[src/hdl/mtpn_pkg.sv]
`timescale 1ns / 1ps
`default_nettype none
// ----------------------------------------------------------------------------
// mtpn_pkg
// Shared constants, types and helpers of the transport stream PID nuller.
// ----------------------------------------------------------------------------
package mtpn_pkg;

    localparam int TS_PACKET_BYTES = 188;
    localparam int MAX_TS_PACKETS  = 8;

    localparam int TS_START  = 42;
    localparam int PROTO_POS = 23;

    localparam logic [7:0]  PROTO_UDP    = 8'h11;
    localparam logic [7:0]  TS_SYNC_MARK = 8'h47;
    localparam logic [7:0]  NULL_PID_HI  = 8'h1F;
    localparam logic [7:0]  NULL_PID_LO  = 8'hFF;
    localparam logic [7:0]  NULL_CTRL    = 8'h10;
    localparam logic [7:0]  FILL_BYTE    = 8'hFF;
    localparam logic [12:0] PID_RESET    = 13'h101;

    localparam logic [7:0] OFF_SYNC   = 8'd0;
    localparam logic [7:0] OFF_PID_HI = 8'd1;
    localparam logic [7:0] OFF_PID_LO = 8'd2;
    localparam logic [7:0] OFF_CTRL   = 8'd3;

    localparam int Q_DEPTH = 4;
    localparam int Q_AW    = $clog2(Q_DEPTH);
    localparam int Q_CW    = $clog2(Q_DEPTH + 1);

    // Results caused by one request: an optional leading byte, then the main byte.
    typedef struct packed {
        logic       pair;
        logic [7:0] first_byte;
        logic       first_eof;
        logic [7:0] main_byte;
        logic       main_eof;
    } qent_t;

    typedef struct packed {
        logic  valid;
        qent_t ent;
    } qpush_t;

    typedef struct packed {
        logic            full;
        logic            empty;
        logic [Q_CW-1:0] count;
    } qstat_t;

    // First frame position past transport packet idx.
    function automatic logic [16:0] pkt_end(input logic [3:0] idx);
        return 17'(TS_START + (int'(idx) + 1) * TS_PACKET_BYTES);
    endfunction

endpackage
`default_nettype wire

[src/hdl/mpegts_pid_nuller_top.sv]
`timescale 1ns / 1ps
`default_nettype none
// ----------------------------------------------------------------------------
// mpegts_pid_nuller_top
// Passes Ethernet frame bytes, rewriting matching-PID transport packets
// inside UDP frames as null packets.
//
//   port group    dir   handshake               payload
//   in            in    in_valid / in_ready     data_byte, start_of_frame,
//                                               frame_length
//   out           out   out_valid / out_ready   out_byte, end_of_frame,
//                                               last_of_step
//   cfg           in    cfg_valid / cfg_ready   target_pid
//
// One request per clock while in_ready is high; its results leave one per
// clock while out_ready is high, the first passing through the queue entry
// (written at the accepting edge) and then the output register.
// Two results from one request leave one after the other; the four-entry
// queue absorbs them.
// in_ready drops only while the queue is full; cfg_ready is always high.
// Reset clears all position and packet state and loads PID 0x101.
// ----------------------------------------------------------------------------
module mpegts_pid_nuller_top
    import mtpn_pkg::*;
(
    input  wire logic        clk,
    input  wire logic        rst_n,
    input  wire logic        in_valid,
    output logic             in_ready,
    input  wire logic [7:0]  data_byte,
    input  wire logic        start_of_frame,
    input  wire logic [15:0] frame_length,
    output logic             out_valid,
    input  wire logic        out_ready,
    output logic [7:0]       out_byte,
    output logic             end_of_frame,
    output logic             last_of_step,
    input  wire logic        cfg_valid,
    output logic             cfg_ready,
    input  wire logic [12:0] target_pid
);

    qpush_t q_push;
    qent_t  q_head;
    qstat_t q_stat;
    logic   q_pop;

    mtpn_front u_front (
        .clk            (clk),
        .rst_n          (rst_n),
        .in_valid       (in_valid),
        .in_ready       (in_ready),
        .data_byte      (data_byte),
        .start_of_frame (start_of_frame),
        .frame_length   (frame_length),
        .cfg_valid      (cfg_valid),
        .cfg_ready      (cfg_ready),
        .target_pid     (target_pid),
        .q_full         (q_stat.full),
        .push           (q_push)
    );

    mtpn_queue u_queue (
        .clk   (clk),
        .rst_n (rst_n),
        .push  (q_push),
        .pop   (q_pop),
        .head  (q_head),
        .stat  (q_stat)
    );

    mtpn_back u_back (
        .clk          (clk),
        .rst_n        (rst_n),
        .head         (q_head),
        .stat         (q_stat),
        .pop          (q_pop),
        .out_valid    (out_valid),
        .out_ready    (out_ready),
        .out_byte     (out_byte),
        .end_of_frame (end_of_frame),
        .last_of_step (last_of_step)
    );

    a_no_push_full: assert property (@(posedge clk) disable iff (!rst_n)
        !(q_push.valid && q_stat.full))
        else $error("push into full queue");

    a_no_pop_empty: assert property (@(posedge clk) disable iff (!rst_n)
        q_pop |-> !q_stat.empty)
        else $error("pop from empty queue");

    a_count_bound: assert property (@(posedge clk) disable iff (!rst_n)
        q_stat.count <= Q_CW'(Q_DEPTH))
        else $error("queue count out of range");

    a_pair_follows: assert property (@(posedge clk) disable iff (!rst_n)
        (out_valid && out_ready && !last_of_step) |=> out_valid)
        else $error("second result of a request missing");

endmodule
`default_nettype wire

[src/hdl/mtpn_front.sv]
`timescale 1ns / 1ps
`default_nettype none
// ----------------------------------------------------------------------------
// mtpn_front
// Frame parser: tracks position, UDP and packet state, decides rewrites.
// ----------------------------------------------------------------------------
module mtpn_front
    import mtpn_pkg::*;
(
    input  wire logic        clk,
    input  wire logic        rst_n,
    input  wire logic        in_valid,
    output logic             in_ready,
    input  wire logic [7:0]  data_byte,
    input  wire logic        start_of_frame,
    input  wire logic [15:0] frame_length,
    input  wire logic        cfg_valid,
    output logic             cfg_ready,
    input  wire logic [12:0] target_pid,
    input  wire logic        q_full,
    output qpush_t           push
);

    logic [12:0] pid_reg;
    logic [15:0] pos_reg, pos_next, pos_e;
    logic [15:0] len_reg, len_next, len_e;
    logic        udp_reg, udp_next, udp_e;
    logic [3:0]  idx_reg, idx_next, idx_e;
    logic [7:0]  off_reg, off_next, off_e;
    logic        sync_reg, sync_next, sync_e;
    logic [7:0]  held_reg, held_next, held_e;
    logic        blank_reg, blank_next, blank_e;

    logic        acc;
    logic        flush;
    logic        hold;
    logic        pre;
    logic [7:0]  pre_byte;
    logic [7:0]  outb;
    logic        eof;
    logic        blank_now;
    logic [8:0]  off_inc;

    function automatic logic examined(input logic udp, input logic [3:0] idx,
                                      input logic [15:0] len);
        return udp && (5'(idx) < 5'(MAX_TS_PACKETS)) && (pkt_end(idx) <= {1'b0, len});
    endfunction

    assign in_ready  = !q_full;
    assign cfg_ready = 1'b1;
    assign acc       = in_valid && in_ready;

    always_comb
    begin
        flush = start_of_frame && (pos_reg > 16'(TS_START)) && (off_reg == OFF_PID_LO)
                && examined(udp_reg, idx_reg, len_reg);

        pos_e   = start_of_frame ? 16'd0 : pos_reg;
        len_e   = start_of_frame ? frame_length : len_reg;
        udp_e   = start_of_frame ? 1'b0 : udp_reg;
        idx_e   = start_of_frame ? 4'd0 : idx_reg;
        off_e   = start_of_frame ? 8'd0 : off_reg;
        sync_e  = start_of_frame ? 1'b0 : sync_reg;
        held_e  = start_of_frame ? 8'd0 : held_reg;
        blank_e = start_of_frame ? 1'b0 : blank_reg;

        udp_next   = udp_e;
        idx_next   = idx_e;
        off_next   = off_e;
        sync_next  = sync_e;
        held_next  = held_e;
        blank_next = blank_e;
        len_next   = len_e;
        pos_next   = (pos_e != 16'hFFFF) ? pos_e + 16'd1 : pos_e;

        eof       = ({1'b0, pos_e} + 17'd1) == {1'b0, len_e};
        outb      = data_byte;
        hold      = 1'b0;
        pre       = 1'b0;
        pre_byte  = held_e;
        blank_now = blank_e;
        off_inc   = {1'b0, off_e} + 9'd1;

        if (pos_e == 16'(PROTO_POS))
        begin
            udp_next = (data_byte == PROTO_UDP);
        end

        if (pos_e >= 16'(TS_START))
        begin
            if (examined(udp_e, idx_e, len_e))
            begin
                case (off_e)
                    OFF_SYNC:
                    begin
                        sync_next = (data_byte == TS_SYNC_MARK);
                    end
                    OFF_PID_HI:
                    begin
                        held_next = data_byte;
                        hold      = 1'b1;
                    end
                    OFF_PID_LO:
                    begin
                        blank_now  = blank_e
                                     || (sync_e && ({held_e[4:0], data_byte} == pid_reg));
                        blank_next = blank_now;
                        pre        = 1'b1;
                        pre_byte   = blank_now ? NULL_PID_HI : held_e;
                        outb       = blank_now ? NULL_PID_LO : data_byte;
                    end
                    OFF_CTRL:
                    begin
                        outb = blank_e ? NULL_CTRL : data_byte;
                    end
                    default:
                    begin
                        outb = blank_e ? FILL_BYTE : data_byte;
                    end
                endcase
            end
            if (off_inc >= 9'(TS_PACKET_BYTES))
            begin
                off_next   = 8'd0;
                blank_next = 1'b0;
                sync_next  = 1'b0;
                if (idx_e != 4'd15)
                begin
                    idx_next = idx_e + 4'd1;
                end
            end
            else
            begin
                off_next = off_inc[7:0];
            end
        end

        push.valid          = acc && !hold;
        push.ent.pair       = flush || pre;
        push.ent.first_byte = flush ? held_reg : pre_byte;
        push.ent.first_eof  = flush;
        push.ent.main_byte  = outb;
        push.ent.main_eof   = eof;
    end

    always_ff @(posedge clk or negedge rst_n)
    begin
        if (!rst_n)
        begin
            pid_reg <= PID_RESET;
        end
        else if (cfg_valid)
        begin
            pid_reg <= target_pid;
        end
    end

    always_ff @(posedge clk or negedge rst_n)
    begin
        if (!rst_n)
        begin
            pos_reg   <= '0;
            len_reg   <= '0;
            udp_reg   <= 1'b0;
            idx_reg   <= '0;
            off_reg   <= '0;
            sync_reg  <= 1'b0;
            held_reg  <= '0;
            blank_reg <= 1'b0;
        end
        else if (acc)
        begin
            pos_reg   <= pos_next;
            len_reg   <= len_next;
            udp_reg   <= udp_next;
            idx_reg   <= idx_next;
            off_reg   <= off_next;
            sync_reg  <= sync_next;
            held_reg  <= held_next;
            blank_reg <= blank_next;
        end
    end

endmodule
`default_nettype wire

[src/hdl/mtpn_queue.sv]
`timescale 1ns / 1ps
`default_nettype none
// ----------------------------------------------------------------------------
// mtpn_queue
// Short first-in first-out queue of result groups between front and back.
// ----------------------------------------------------------------------------
module mtpn_queue
    import mtpn_pkg::*;
(
    input  wire logic   clk,
    input  wire logic   rst_n,
    input  wire qpush_t push,
    input  wire logic   pop,
    output qent_t       head,
    output qstat_t      stat
);

    qent_t           mem_reg [Q_DEPTH];
    logic [Q_AW-1:0] wr_ptr_reg, wr_ptr_next;
    logic [Q_AW-1:0] rd_ptr_reg, rd_ptr_next;
    logic [Q_CW-1:0] count_reg, count_next;
    logic            do_pop;

    assign do_pop     = pop && (count_reg != '0);
    assign head       = mem_reg[rd_ptr_reg];
    assign stat.full  = (count_reg == Q_CW'(Q_DEPTH));
    assign stat.empty = (count_reg == '0);
    assign stat.count = count_reg;

    always_comb
    begin
        wr_ptr_next = wr_ptr_reg;
        rd_ptr_next = rd_ptr_reg;
        count_next  = count_reg;
        if (push.valid)
        begin
            wr_ptr_next = (wr_ptr_reg == Q_AW'(Q_DEPTH - 1)) ? '0 : wr_ptr_reg + 1'b1;
        end
        if (do_pop)
        begin
            rd_ptr_next = (rd_ptr_reg == Q_AW'(Q_DEPTH - 1)) ? '0 : rd_ptr_reg + 1'b1;
        end
        if (push.valid && !do_pop)
        begin
            count_next = count_reg + 1'b1;
        end
        else if (!push.valid && do_pop)
        begin
            count_next = count_reg - 1'b1;
        end
    end

    always_ff @(posedge clk)
    begin
        if (push.valid)
        begin
            mem_reg[wr_ptr_reg] <= push.ent;
        end
    end

    always_ff @(posedge clk or negedge rst_n)
    begin
        if (!rst_n)
        begin
            wr_ptr_reg <= '0;
            rd_ptr_reg <= '0;
            count_reg  <= '0;
        end
        else
        begin
            wr_ptr_reg <= wr_ptr_next;
            rd_ptr_reg <= rd_ptr_next;
            count_reg  <= count_next;
        end
    end

endmodule
`default_nettype wire

[src/hdl/mtpn_back.sv]
`timescale 1ns / 1ps
`default_nettype none
// ----------------------------------------------------------------------------
// mtpn_back
// Result serializer: splits queued groups into single output bytes.
// ----------------------------------------------------------------------------
module mtpn_back
    import mtpn_pkg::*;
(
    input  wire logic   clk,
    input  wire logic   rst_n,
    input  wire qent_t  head,
    input  wire qstat_t stat,
    output logic        pop,
    output logic        out_valid,
    input  wire logic   out_ready,
    output logic [7:0]  out_byte,
    output logic        end_of_frame,
    output logic        last_of_step
);

    logic       valid_reg;
    logic [7:0] byte_reg;
    logic       eof_reg;
    logic       last_reg;
    logic       sec_valid_reg;
    logic [7:0] sec_byte_reg;
    logic       sec_eof_reg;
    logic       load_ok;

    assign load_ok      = !valid_reg || out_ready;
    assign pop          = load_ok && !sec_valid_reg && !stat.empty;
    assign out_valid    = valid_reg;
    assign out_byte     = byte_reg;
    assign end_of_frame = eof_reg;
    assign last_of_step = last_reg;

    always_ff @(posedge clk or negedge rst_n)
    begin
        if (!rst_n)
        begin
            valid_reg     <= 1'b0;
            sec_valid_reg <= 1'b0;
        end
        else if (load_ok)
        begin
            if (sec_valid_reg)
            begin
                valid_reg     <= 1'b1;
                sec_valid_reg <= 1'b0;
            end
            else
            begin
                valid_reg     <= !stat.empty;
                sec_valid_reg <= !stat.empty && head.pair;
            end
        end
    end

    always_ff @(posedge clk)
    begin
        if (load_ok)
        begin
            if (sec_valid_reg)
            begin
                byte_reg <= sec_byte_reg;
                eof_reg  <= sec_eof_reg;
                last_reg <= 1'b1;
            end
            else if (head.pair)
            begin
                byte_reg     <= head.first_byte;
                eof_reg      <= head.first_eof;
                last_reg     <= 1'b0;
                sec_byte_reg <= head.main_byte;
                sec_eof_reg  <= head.main_eof;
            end
            else
            begin
                byte_reg <= head.main_byte;
                eof_reg  <= head.main_eof;
                last_reg <= 1'b1;
            end
        end
    end

endmodule
`default_nettype wire
[config.mk]
export PLATFORM = sky130hd
export DESIGN_NAME = mpegts_pid_nuller_top
export DESIGN_NICKNAME = d
export VERILOG_FILES = /design/src/hdl/mtpn_pkg.sv /design/src/hdl/mpegts_pid_nuller_top.sv /design/src/hdl/mtpn_front.sv /design/src/hdl/mtpn_queue.sv /design/src/hdl/mtpn_back.sv
export SDC_FILE = /design/constraint.sdc
export NUM_CORES = 1
export LEC_CHECK = 0
export ABC_AREA = 1
export BUFFER_PORTS_ARGS = -buffer_cell sky130_fd_sc_hd__buf_4
export CAP_MARGIN = 0
export CORE_MARGIN = 3
export CORE_UTILIZATION = 55
export DETAILED_ROUTE_END_ITERATION = 8
export PLACE_DENSITY = 0.73
export SYNTH_ARGS = -nofsm -noshare
export SYNTH_HDL_FRONTEND = slang
export SYNTH_SLANG_ARGS = --single-unit
[constraint.sdc]
create_clock -name clk -period 15.24 [get_ports clk]
set_input_delay 3.048 -clock clk [delete_from_list [all_inputs] [get_ports clk]]
set_output_delay 3.048 -clock clk [all_outputs]
set_load 0.1 [all_outputs]
# After elaboration in Yosys (flattened, before gate mapping)
# Memory sizes are Yosys's and may differ from the RTL's.
# Cells that the tools add are included.
[totals]
ff_bits = 96
mem_bits_rw = 76
out_inout_bits = 13
mem_count = 1
[classes]
n_addsub = 12
multipliers = 2
n_lt_le_gt_ge = 7
eq_ne = 14
n_mux = 56
bitwise = 1
reduce_logical = 32
[mem_list]
columns = ["memory", "words", "word_bits", "read_ports", "rd_ports_with_merged_regs", "wr", "line", "rtl"]
rows = [
  ["u_queue.mem_reg", 4, 19, 1, 0, 1, "mtpn_queue.sv:18", "qent_t mem_reg [Q_DEPTH];"],
]
[ops]
columns = ["op", "count"]
rows = [
  ["$mux 8", 19],
  ["$mul 32x7->15 const B", 2],
  ["$mux 16", 3],
  ["$add 7x17->17 const A", 2],
  ["$le 17x16->1", 2],
  ["$mux 1", 25],
  ["$eq 8x2->1 const B", 3],
  ["$pmux 8 s3", 1],
  ["$add 16x1->17 const B", 1],
  ["$eq 17x16->1", 1],
  ["$add 16x1->16 const B", 1],
  ["$eq 16x5->1 const B", 1],
  ["$ge 16x6->1 const B", 1],
  ["$gt 16x6->1 const B", 1],
  ["$logic_and 1x1->1", 16],
  ["$mux 4", 4],
  ["$ne 16x16->1 const B", 1],
  ["$eq 13x13->1", 1],
  ["$add 4x1->5 const B", 2],
  ["$add 8x1->9 const B", 1],
  ["$ge 9x8->1 const B", 1],
  ["$eq 8x1->1 const B", 1],
  ["$eq 8x5->1 const B", 1],
  ["$eq 8x7->1 const B", 1],
  ["19 further kinds", 32],
]

# Depth between registers and ports, before layout
# Gate-level depths: netlist of the first run.
[depth]
depth_word = 14
depth_mapped = 45

# Modules after synthesis
# From an unflattened synthesis of the first run, not the netlist that was laid out.
[hier_totals]
hier_cells = 1485
hier_area_um2 = 12056.6
[modules_own_cells]
columns = ["mod", "n_inst", "cells_per_inst", "area_each_um2", "seq_area_each_um2"]
rows = [
  ["mtpn_front", 1, 1133, 7617.3, 1704.1],
  ["mtpn_queue", 1, 277, 3572.2, 2457.4],
  ["mtpn_back", 1, 75, 867.1, 620.6],
]

# Worst setup path before layout of the first run
# Ideal clock, no wire load.
[synth_timing]
kind = "in2reg"
start = "input port start_of_frame"
end = "memory u_queue.mem_reg[0][0] (netlist bit), enable pin"
arrival_time_ns = 8.713
required_ns = 14.845
slack_ns = 6.133
stages = 35
cell_sequence = "inv_4 -> buf_6 -> buf_4 -> clkbuf_1 -> nand2_1 -> inv_1 -> ha_1 -> nand2_1 -> o21ai_0 -> nor2_1 -> inv_1 -> o21ai_0 -> inv_1 -> ha_1 -> inv_1 -> fa_1 -> inv_1 -> ha_1 -> inv_1 -> o21ai_0 -> a221oi_1 -> nand2_1 -> xor2_1 -> nand3_1 -> nand2_1 -> nand2_1 -> ha_1 -> nand2_1 -> nor3_4 -> nand2_1 -> nand2_2 -> nand2_4 -> nand3_4 -> nand2_4 -> nor2_1"
[synth_via]
elab_chain_len = 12
[synth_lines]
columns = ["item", "line", "rtl"]
rows = [
  ["start: declaration", "mpegts_pid_nuller_top.sv:31", "input wire logic start_of_frame,"],
  ["$mux 4", "mtpn_front.sv:61", "idx_e = start_of_frame ? 4'd0 : idx_reg;"],
  ["$add 4x1->5", "mtpn_pkg.sv:54", "return 17'(TS_START + (int'(idx) + 1) * TS_PACKET_BYTES);"],
  ["$mul 32x7->15", "mtpn_pkg.sv:54", ""],
  ["$add 7x17->17", "mtpn_pkg.sv:54", ""],
  ["$le 17x16->1", "mtpn_front.sv:46", "return udp && (5'(idx) < 5'(MAX_TS_PACKETS)) && (pkt_end(idx) <= {1'b0, len});"],
  ["$logic_and 1x1->1", "mtpn_front.sv:46", ""],
  ["$mux 1", "mtpn_front.sv:91", "if (examined(udp_e, idx_e, len_e))"],
  ["$mux 1 (*)", "mtpn_front.sv:89", "if (pos_e >= 16'(TS_START))"],
  ["$logic_not 1->1 (*)", "mtpn_front.sv:138", "push.valid = acc && !hold;"],
  ["$logic_and 1x1->1 (*)", "mtpn_front.sv:138", ""],
  ["$mux 1 (*)", "mtpn_queue.sv:55", "if (push.valid)"],
  ["$mux 1 (not written as such) (*)", "mtpn_queue.sv:57", "mem_reg[wr_ptr_reg] <= push.ent;"],
  ["end: declaration", "mtpn_queue.sv:18", ""],
]
# Mark *: on every way between the ends. The rest lies on a longest branch, timed or not.

==> results of run 1 <==
cells in the mapped netlist (all sizes together), types with 2 or more instances:
library cell	instances
a32o	9
ha	76
edfxtp	95
a21oi	48
or3b	2
nor3	15
dfrtp	75
nand3b	4
xor2	28
or2	6
o21ai	117
inv	197
mux2	6
nand2	361
buf	14
nand4	32
clkbuf	30
nand3	83
o21bai	3
a22oi	7
a211oi	2
a21o	3
nor4	4
nor2	138
fa	8
a31oi	3
dfstp	2
xnor2	12
o22ai	23
worst min-delay path: cells and delay by family, from the launching register on:
kind | cells | cell delay (ns)
flops | 1 | 0.34
simple gates | 2 | 0.11
routing by layer:
metal	up-vias	GRT usage	share of wire	wire length, µm
li1	4762	-	-	-
met1	4453	0.367	0.46	12900
met2	350	0.394	0.45	12500
met3	46	0.0394	0.068	1880
met4	0	0.0671	0.019	539
met5	-	0	0	0
through the flow:
step | setup WS (ns) | total power [mW]
6_report | 5.56 | 2.20
3_3_place_gp | 5.52 | 1.71
5_1_grt | 5.01 | 2.37
3_5_place_dp | 5.20 | 1.74
4_1_cts | 5.64 | 2.20
2_1_floorplan | 6.13 | 1.49
power by group through the flow:
stage / sequential (mW) / clock, mW / combinational (mW)
after floorplan: 0.783 / 0 / 0.703
after global placement: 0.699 / 0 / 1.01
after detailed placement: 0.701 / 0 / 1.04
after CTS: 0.693 / 0.455 / 1.05
after global routing: 0.706 / 0.475 / 1.18
final: 0.694 / 0.449 / 1.05
layout by cell type, fill, tap and decap left out, drive strengths merged, types with 2 or more instances in the layout:
cell | netlist | final
ha | 76 | 76
a21o | 3 | 3
a31oi | 3 | 3
buf | 14 | 63
a22oi | 7 | 7
dfstp | 2 | 2
o21ai | 117 | 117
inv | 197 | 207
a32o | 9 | 9
clkinv | 1 | 6
a21oi | 48 | 48
clkbuf | 30 | 17
nor4 | 4 | 4
nor2 | 138 | 138
nand3 | 83 | 83
xnor2 | 12 | 12
edfxtp | 95 | 95
dfrtp | 75 | 75
nand4 | 32 | 32
mux2 | 6 | 6
nand3b | 4 | 4
or2 | 6 | 6
a211oi | 2 | 2
nor3 | 15 | 15
o21bai | 3 | 3
or3b | 2 | 2
o22ai | 23 | 23
fa | 8 | 8
nand2 | 361 | 361
xor2 | 28 | 28
worst max-delay path by stage:
stage | start | to | slack (ns) | cells after the start
2_1_floorplan | start_of_frame | u_queue.mem_reg[0][0] | 6.13 | 35
3_3_place_gp | start_of_frame | u_queue.count_reg[1] | 5.52 | 37
6_report | start_of_frame | u_queue.count_reg[1] | 5.56 | 37
5_1_grt | start_of_frame | u_queue.mem_reg[3][18] | 5.01 | 34
3_5_place_dp | start_of_frame | u_queue.count_reg[1] | 5.20 | 37
4_1_cts | start_of_frame | u_queue.mem_reg[2][11] | 5.64 | 34
area by class of cell:
class	count	area, µm²	area share
flip-flops and latches	172	4780	0.376
repair buffers	63	473	0.0372
clock buffers	17	425	0.0335
well taps	270	338	0.0266
clock inverters	15	199	0.0157
multi-input cells	999	5740	0.452
inverters	198	748	0.0589
logic make-up after synthesis:
family | Yosys count | synth area share
xor+xnor | 41 | 0.0331
other cells | 1 | 0.000326
fa+ha+maj | 84 | 0.0966
simple gates | 647 | 0.252
flops | 172 | 0.416
buf+inv | 242 | 0.0859
mux | 6 | 0.00587
compound gates | 220 | 0.110
==> flow_summary.ini, run 1 <==
[layout]
design_area_mm2 = 0.0127
num_antenna_cells = 0
n_fill_cell = 1756
flow.area_growth_from_synthesis_pct = 10.4
final_nets = 1578
final_layout_size_suffix_gt1_frac = 0.116
finish.utilization = 0.624
final_cells = 1734
largest_register_ffs = 76

[power]
total_switching_power_uw = 1000
seq_power_share = 0.316
internal_power_mw = 1.20
switching_fraction_of_total_power = 0.455
p_leak_nw = 6.05
worst_ir_drop_vdd_uv = 83.7
clock_power_share = 0.204
power.density_cell_area_mw_per_mm2 = 173
portion_of_total_power_attributed_to_combinational_logic = 0.480

[clocking]
htreeDepth = 4
post_cts_resized = 0
cts_post_setup_buffers_inserted = 0
worstSkewPairLatency_ns = 0.43
cts.clk_slew.worst_paths_ns = 0.08
cts_tree = built
clock-root-buffer = sky130_fd_sc_hd__clkbuf_16
cts_buffers = 17
ctsLongestPathBuffers = 2
clock_sinks = 172
cts-hold-fix-buffers = 0

[critical_path]
crit_path_max_fo = 60
worst_path_largest_cell_delay_ns = 0.57
required_ns = 15.56
criticalPathCategory = input port to flip-flop
path_delay_family = adder cells
critical_path.slowest_cell = sky130_fd_sc_hd__o21ai_0
r2r_startpoint = u_front.idx_reg[1]
setup.reg_to_reg.worst_slack_ns = 8.63
buffers_plus_inverters_on_the_worst_setup_path = 10
worst-endpoint-arrival_ns = 9.99
worst_r2r_endpoint = u_queue.count_reg[1]
start_kind = input port
worst_path_most_repeated_cell = sky130_fd_sc_hd__inv_1
crit_path_end_kind = flip-flop
r2r_cells = 35

[worst_hold_path]
min_path_cells = 2
min-delay-start = u_front.blank_reg
timing.hold.worst_endpoint = u_front.blank_reg
hold_path.class = flip-flop to flip-flop

[synthesis]
synth-seq-cells = 172
yosys_warnings = 0
synth.top_cells.by_area = sky130_fd_sc_hd__edfxtp_1 (25%), sky130_fd_sc_hd__dfrtp_1 (16%), sky130_fd_sc_hd__nand2_1 (11%)
async_reset_ff_frac = 0.448
mapped_nets = 1540
synthesis.area_per_instance_um2 = 8.14
synth_cells = 1413
mappedNetlistArea_mm2 = 0.0115
synth_sequential_area_ratio = 0.416
synth.lib_cells_used.distinct = 60
post_synth_edffs = 95
ys_dominant_reg_cell = sky130_fd_sc_hd__edfxtp_1
synth.largest_area_cell = sky130_fd_sc_hd__edfxtp_1
synth_top_cell_area_share = 0.248

[place]
detailed_place_hpwl_um = 20400
dp_cells = 1702
last_weighted_congestion_value_of_the_routability_driven_placer = 0.956
portBuffers = 54
placed_cell_area_mm2 = 0.0121

[floorplanning]
floorplan.initialDensity = 0.565
fp.coreArea_mm2 = 0.0204
design.portCount = 56
rows = 52
floorplan.die.height_um = 151
area_of_the_die_mm2 = 0.0227
die_w_um = 151

[drt]
post_drt_wl_per_cell_um = 16.1
drt_iter0_markers = 695
routed-via-count = 9611
detail_route.vias_per_cell = 5.54
detailedRoute.firstPassIterationCount = 7
route.antenna.remaining_nets = 0
post-route-drc-count = 0
route.final.wire_length_um = 27900

[sta]
final_slew_viol_count = 0
fin_crit_sh = 0.635
final_hold_viol_count = 0
rsz_0062_raised_after_global_routing = no
worst_pin_slew_ns = 0.954
slew-limit-headroom = 0.362
final_period_minus_worst_setup_slack_ns = 9.68
holdWs_ns = 0.484
summed_negative_setup_slack_over_all_endpoints_ns = 0
achievable-frequency_mhz = 103
timing.final.setup_violations = 0
fin_skew_ns = 0.0150

[run]
cap_violations = 0

[global_routing]
globalRouteOverflowTotal = 0
wire_length_of_the_first_global_routing_pass_um = 45400
grt_antenna_before_repair = 0
number_of_global_route_vias_before_repair = 9005
grt_max_degree = 69
grt_util_all_layers = 0.252

[status]
run_status = finished clean
No activity file was read; power rests on OpenSTA's default activity.
==> run 2, diff against run 1 <==
--- a/config.mk
+++ b/config.mk
@@ -5,7 +5,7 @@
 export SDC_FILE = /design/constraint.sdc
 export NUM_CORES = 1
 export LEC_CHECK = 0
-export ABC_AREA = 1
+export ABC_AREA = 0
 export BUFFER_PORTS_ARGS = -buffer_cell sky130_fd_sc_hd__buf_4
 export CAP_MARGIN = 0
 export CORE_MARGIN = 3
==> constraint.sdc (replaced) <==
create_clock -name clk -period 10 [get_ports clk]
set_input_delay 2 -clock clk [delete_from_list [all_inputs] [get_ports clk]]
set_output_delay 2 -clock clk [all_outputs]
set_load 0.1 [all_outputs]
==> flow_summary.ini, run 2 <==
[status]
run_status = finished clean

[synthesis]
synth-seq-cells = 172
synth_sequential_area_ratio = 0.432
synthesis.area_per_instance_um2 = 10.5
synthMostInstantiatedCell = sky130_fd_sc_hd__nand2_1
mappedNetlistArea_mm2 = 0.0111
synth.lib_cells_used.distinct = 86
async_reset_ff_frac = 0.448
synth.largest_area_cell = sky130_fd_sc_hd__edfxtp_1
mapped_nets = 1180
post_synth_edffs = 95
yosys_warnings = 0
synth.top_cells.by_area = sky130_fd_sc_hd__edfxtp_1 (26%), sky130_fd_sc_hd__dfrtp_1 (17%), sky130_fd_sc_hd__ha_1 (8.6%)
synth_top_cell_area_share = 0.258
synth_cells = 1053
synthTopCellsByCount = sky130_fd_sc_hd__nand2_1 (120), sky130_fd_sc_hd__edfxtp_1 (95), sky130_fd_sc_hd__inv_1 (80)
ys_dominant_reg_cell = sky130_fd_sc_hd__edfxtp_1

[critical_path]
start_kind = input port
crit_path_end_kind = flip-flop
crit_path_max_fo = 26
buffers_plus_inverters_on_the_worst_setup_path = 8
path_delay_family = adder cells
critical_path.slowest_cell = sky130_fd_sc_hd__o41a_4
required_ns = 10.33
worst_path_largest_cell_delay_ns = 0.52
criticalPathCategory = input port to flip-flop
setup.reg_to_reg.worst_slack_ns = 2.59
worst-endpoint-arrival_ns = 8.84

[place]
detailed_place_hpwl_um = 17700
placed_cell_area_mm2 = 0.0116
pre_cts_ws_ns = 1.03
dp_cells = 1331
last_weighted_congestion_value_of_the_routability_driven_placer = 0.913
portBuffers = 54

[drt]
post-route-drc-count = 0
post_drt_wl_per_cell_um = 18.1
routed-via-count = 8100
detail_route.vias_per_cell = 5.94
detailedRoute.firstPassIterationCount = 5
route.final.wire_length_um = 24600
drt_iter0_markers = 482
route.antenna.remaining_nets = 0

[power]
worst_ir_drop_vdd_uv = 125
power.density_cell_area_mw_per_mm2 = 230
p_leak_nw = 5.22
total_power_mw = 2.81

[floorplanning]
rows = 51
design.portCount = 56
floorplan.die.height_um = 148
area_of_the_die_mm2 = 0.0218
fp.coreArea_mm2 = 0.0196
floorplan.initialDensity = 0.565
die_w_um = 148

[sta]
fin_crit_sh = 0.852
slew-limit-headroom = 0.330
holdWs_ns = 0.508
summed_negative_setup_slack_over_all_endpoints_ns = 0
timing.final.setup_violations = 0
fin_skew_ns = 0.0133
rsz_0062_raised_after_global_routing = no
final_hold_viol_count = 0
final_period_minus_worst_setup_slack_ns = 8.52
achievable-frequency_mhz = 117
worst_pin_slew_ns = 1.01
final_slew_viol_count = 0
final_critical_path_setup_slack_ns = 1.48

[global_routing]
grt_util_all_layers = 0.233
globalRouteOverflowTotal = 0
wire_length_of_the_first_global_routing_pass_um = 40600
grt_max_degree = 76
grt_antenna_before_repair = 0
number_of_global_route_vias_before_repair = 8078

[clocking]
cts_buffers = 17
cts_post_setup_buffers_inserted = 0
ctsLongestPathBuffers = 2
clock_sinks = 172
cts-hold-fix-buffers = 0
cts.clk_slew.worst_paths_ns = 0.07
htreeDepth = 4
cts_tree = built
post_cts_resized = 0
worstSkewPairLatency_ns = 0.44
clock-root-buffer = sky130_fd_sc_hd__clkbuf_16

[layout]
mostFrequentLayoutCell = sky130_fd_sc_hd__nand2_1
final_layout_size_suffix_gt1_frac = 0.152
final_nets = 1212
final_cells = 1363
largest_register_ffs = 76
mostFrequentLayoutCells = sky130_fd_sc_hd__nand2_1 (119), sky130_fd_sc_hd__edfxtp_1 (95), sky130_fd_sc_hd__inv_1 (80), sky130_fd_sc_hd__ha_1 (76), sky130_fd_sc_hd__dfrtp_1 (75)
design_area_mm2 = 0.0122
flow.area_growth_from_synthesis_pct = 10.6
num_antenna_cells = 0
finish.utilization = 0.625

[run]
cap_violations = 0

[worst_hold_path]
hold_path.class = flip-flop to flip-flop
run 2: cell count changes after synthesis, sizes merged, moves of 16 or more:
cell / before / now
and3: 1 / 19
inv: 197 / 80
mux2i: 0 / 33
mux4: 0 / 19
nand2: 361 / 120
nand3: 83 / 19
nand4: 32 / 16
nor2: 138 / 47
nor3: 15 / 31
o21ai: 117 / 71
o22ai: 23 / 3
xnor2: 12 / 39
run 2: report_power, final:
group,internal [mW],switching (mW)
combinational,0.408,0.647
clock,0.341,0.329
sequential,0.942,0.143
total,1.69,1.12
run 2: layout make-up:
type	count	area [µm²]
Tap cell	265	332
Sequential cell	172	4780
Fill cell	1606	7350
Multi-Input combinational cell	753	5760
Inverter	80	300
Clock buffer	17	425
Timing Repair Buffer	61	458
Clock inverter	15	183
run 2: logic make-up (layout without fill, tap and decap cells):
family,Yosys count,in the layout,synth area share
simple gates,318,318,0.149
compound gates,205,205,0.122
flops,172,172,0.432
buf+inv,128,173,0.0474
fa+ha+maj,85,85,0.101
mux,73,73,0.0899
xor+xnor,71,71,0.0575
other cells,1,1,0.000339
run 2: worst paths after layout:
path,cells after the start,start,to
worst max register to register,29,u_front.idx_reg[0],u_queue.count_reg[1]
worst min register to register,2,u_front.len_reg[3],u_front.len_reg[3]
worst max-delay path,32,start_of_frame,u_queue.count_reg[1]
worst min-delay path,2,u_front.len_reg[3],u_front.len_reg[3]
min in group asynchronous,1,rst_n,u_back.out_valid
max in group asynchronous,2,rst_n,u_front.held_reg[2]
run 2: metal layers:
metal	part of all wire	up-vias	wire, µm	global-route usage
li1	-	3877	-	-
met1	0.44	3951	10900	0.311
met2	0.49	228	12100	0.390
met3	0.045	44	1120	0.0420
met4	0.023	0	568	0.0739
met5	0	-	0	0
run 2: worst reg2reg max path: cells and delay by family (launching register included):
kind	cells	cell delay, ns
buf+inv	5	0.49
flops	1	0.66
simple gates	3	0.56
mux	1	0.27
compound gates	8	1.93
xor+xnor	4	1.01
fa+ha+maj	8	2.39
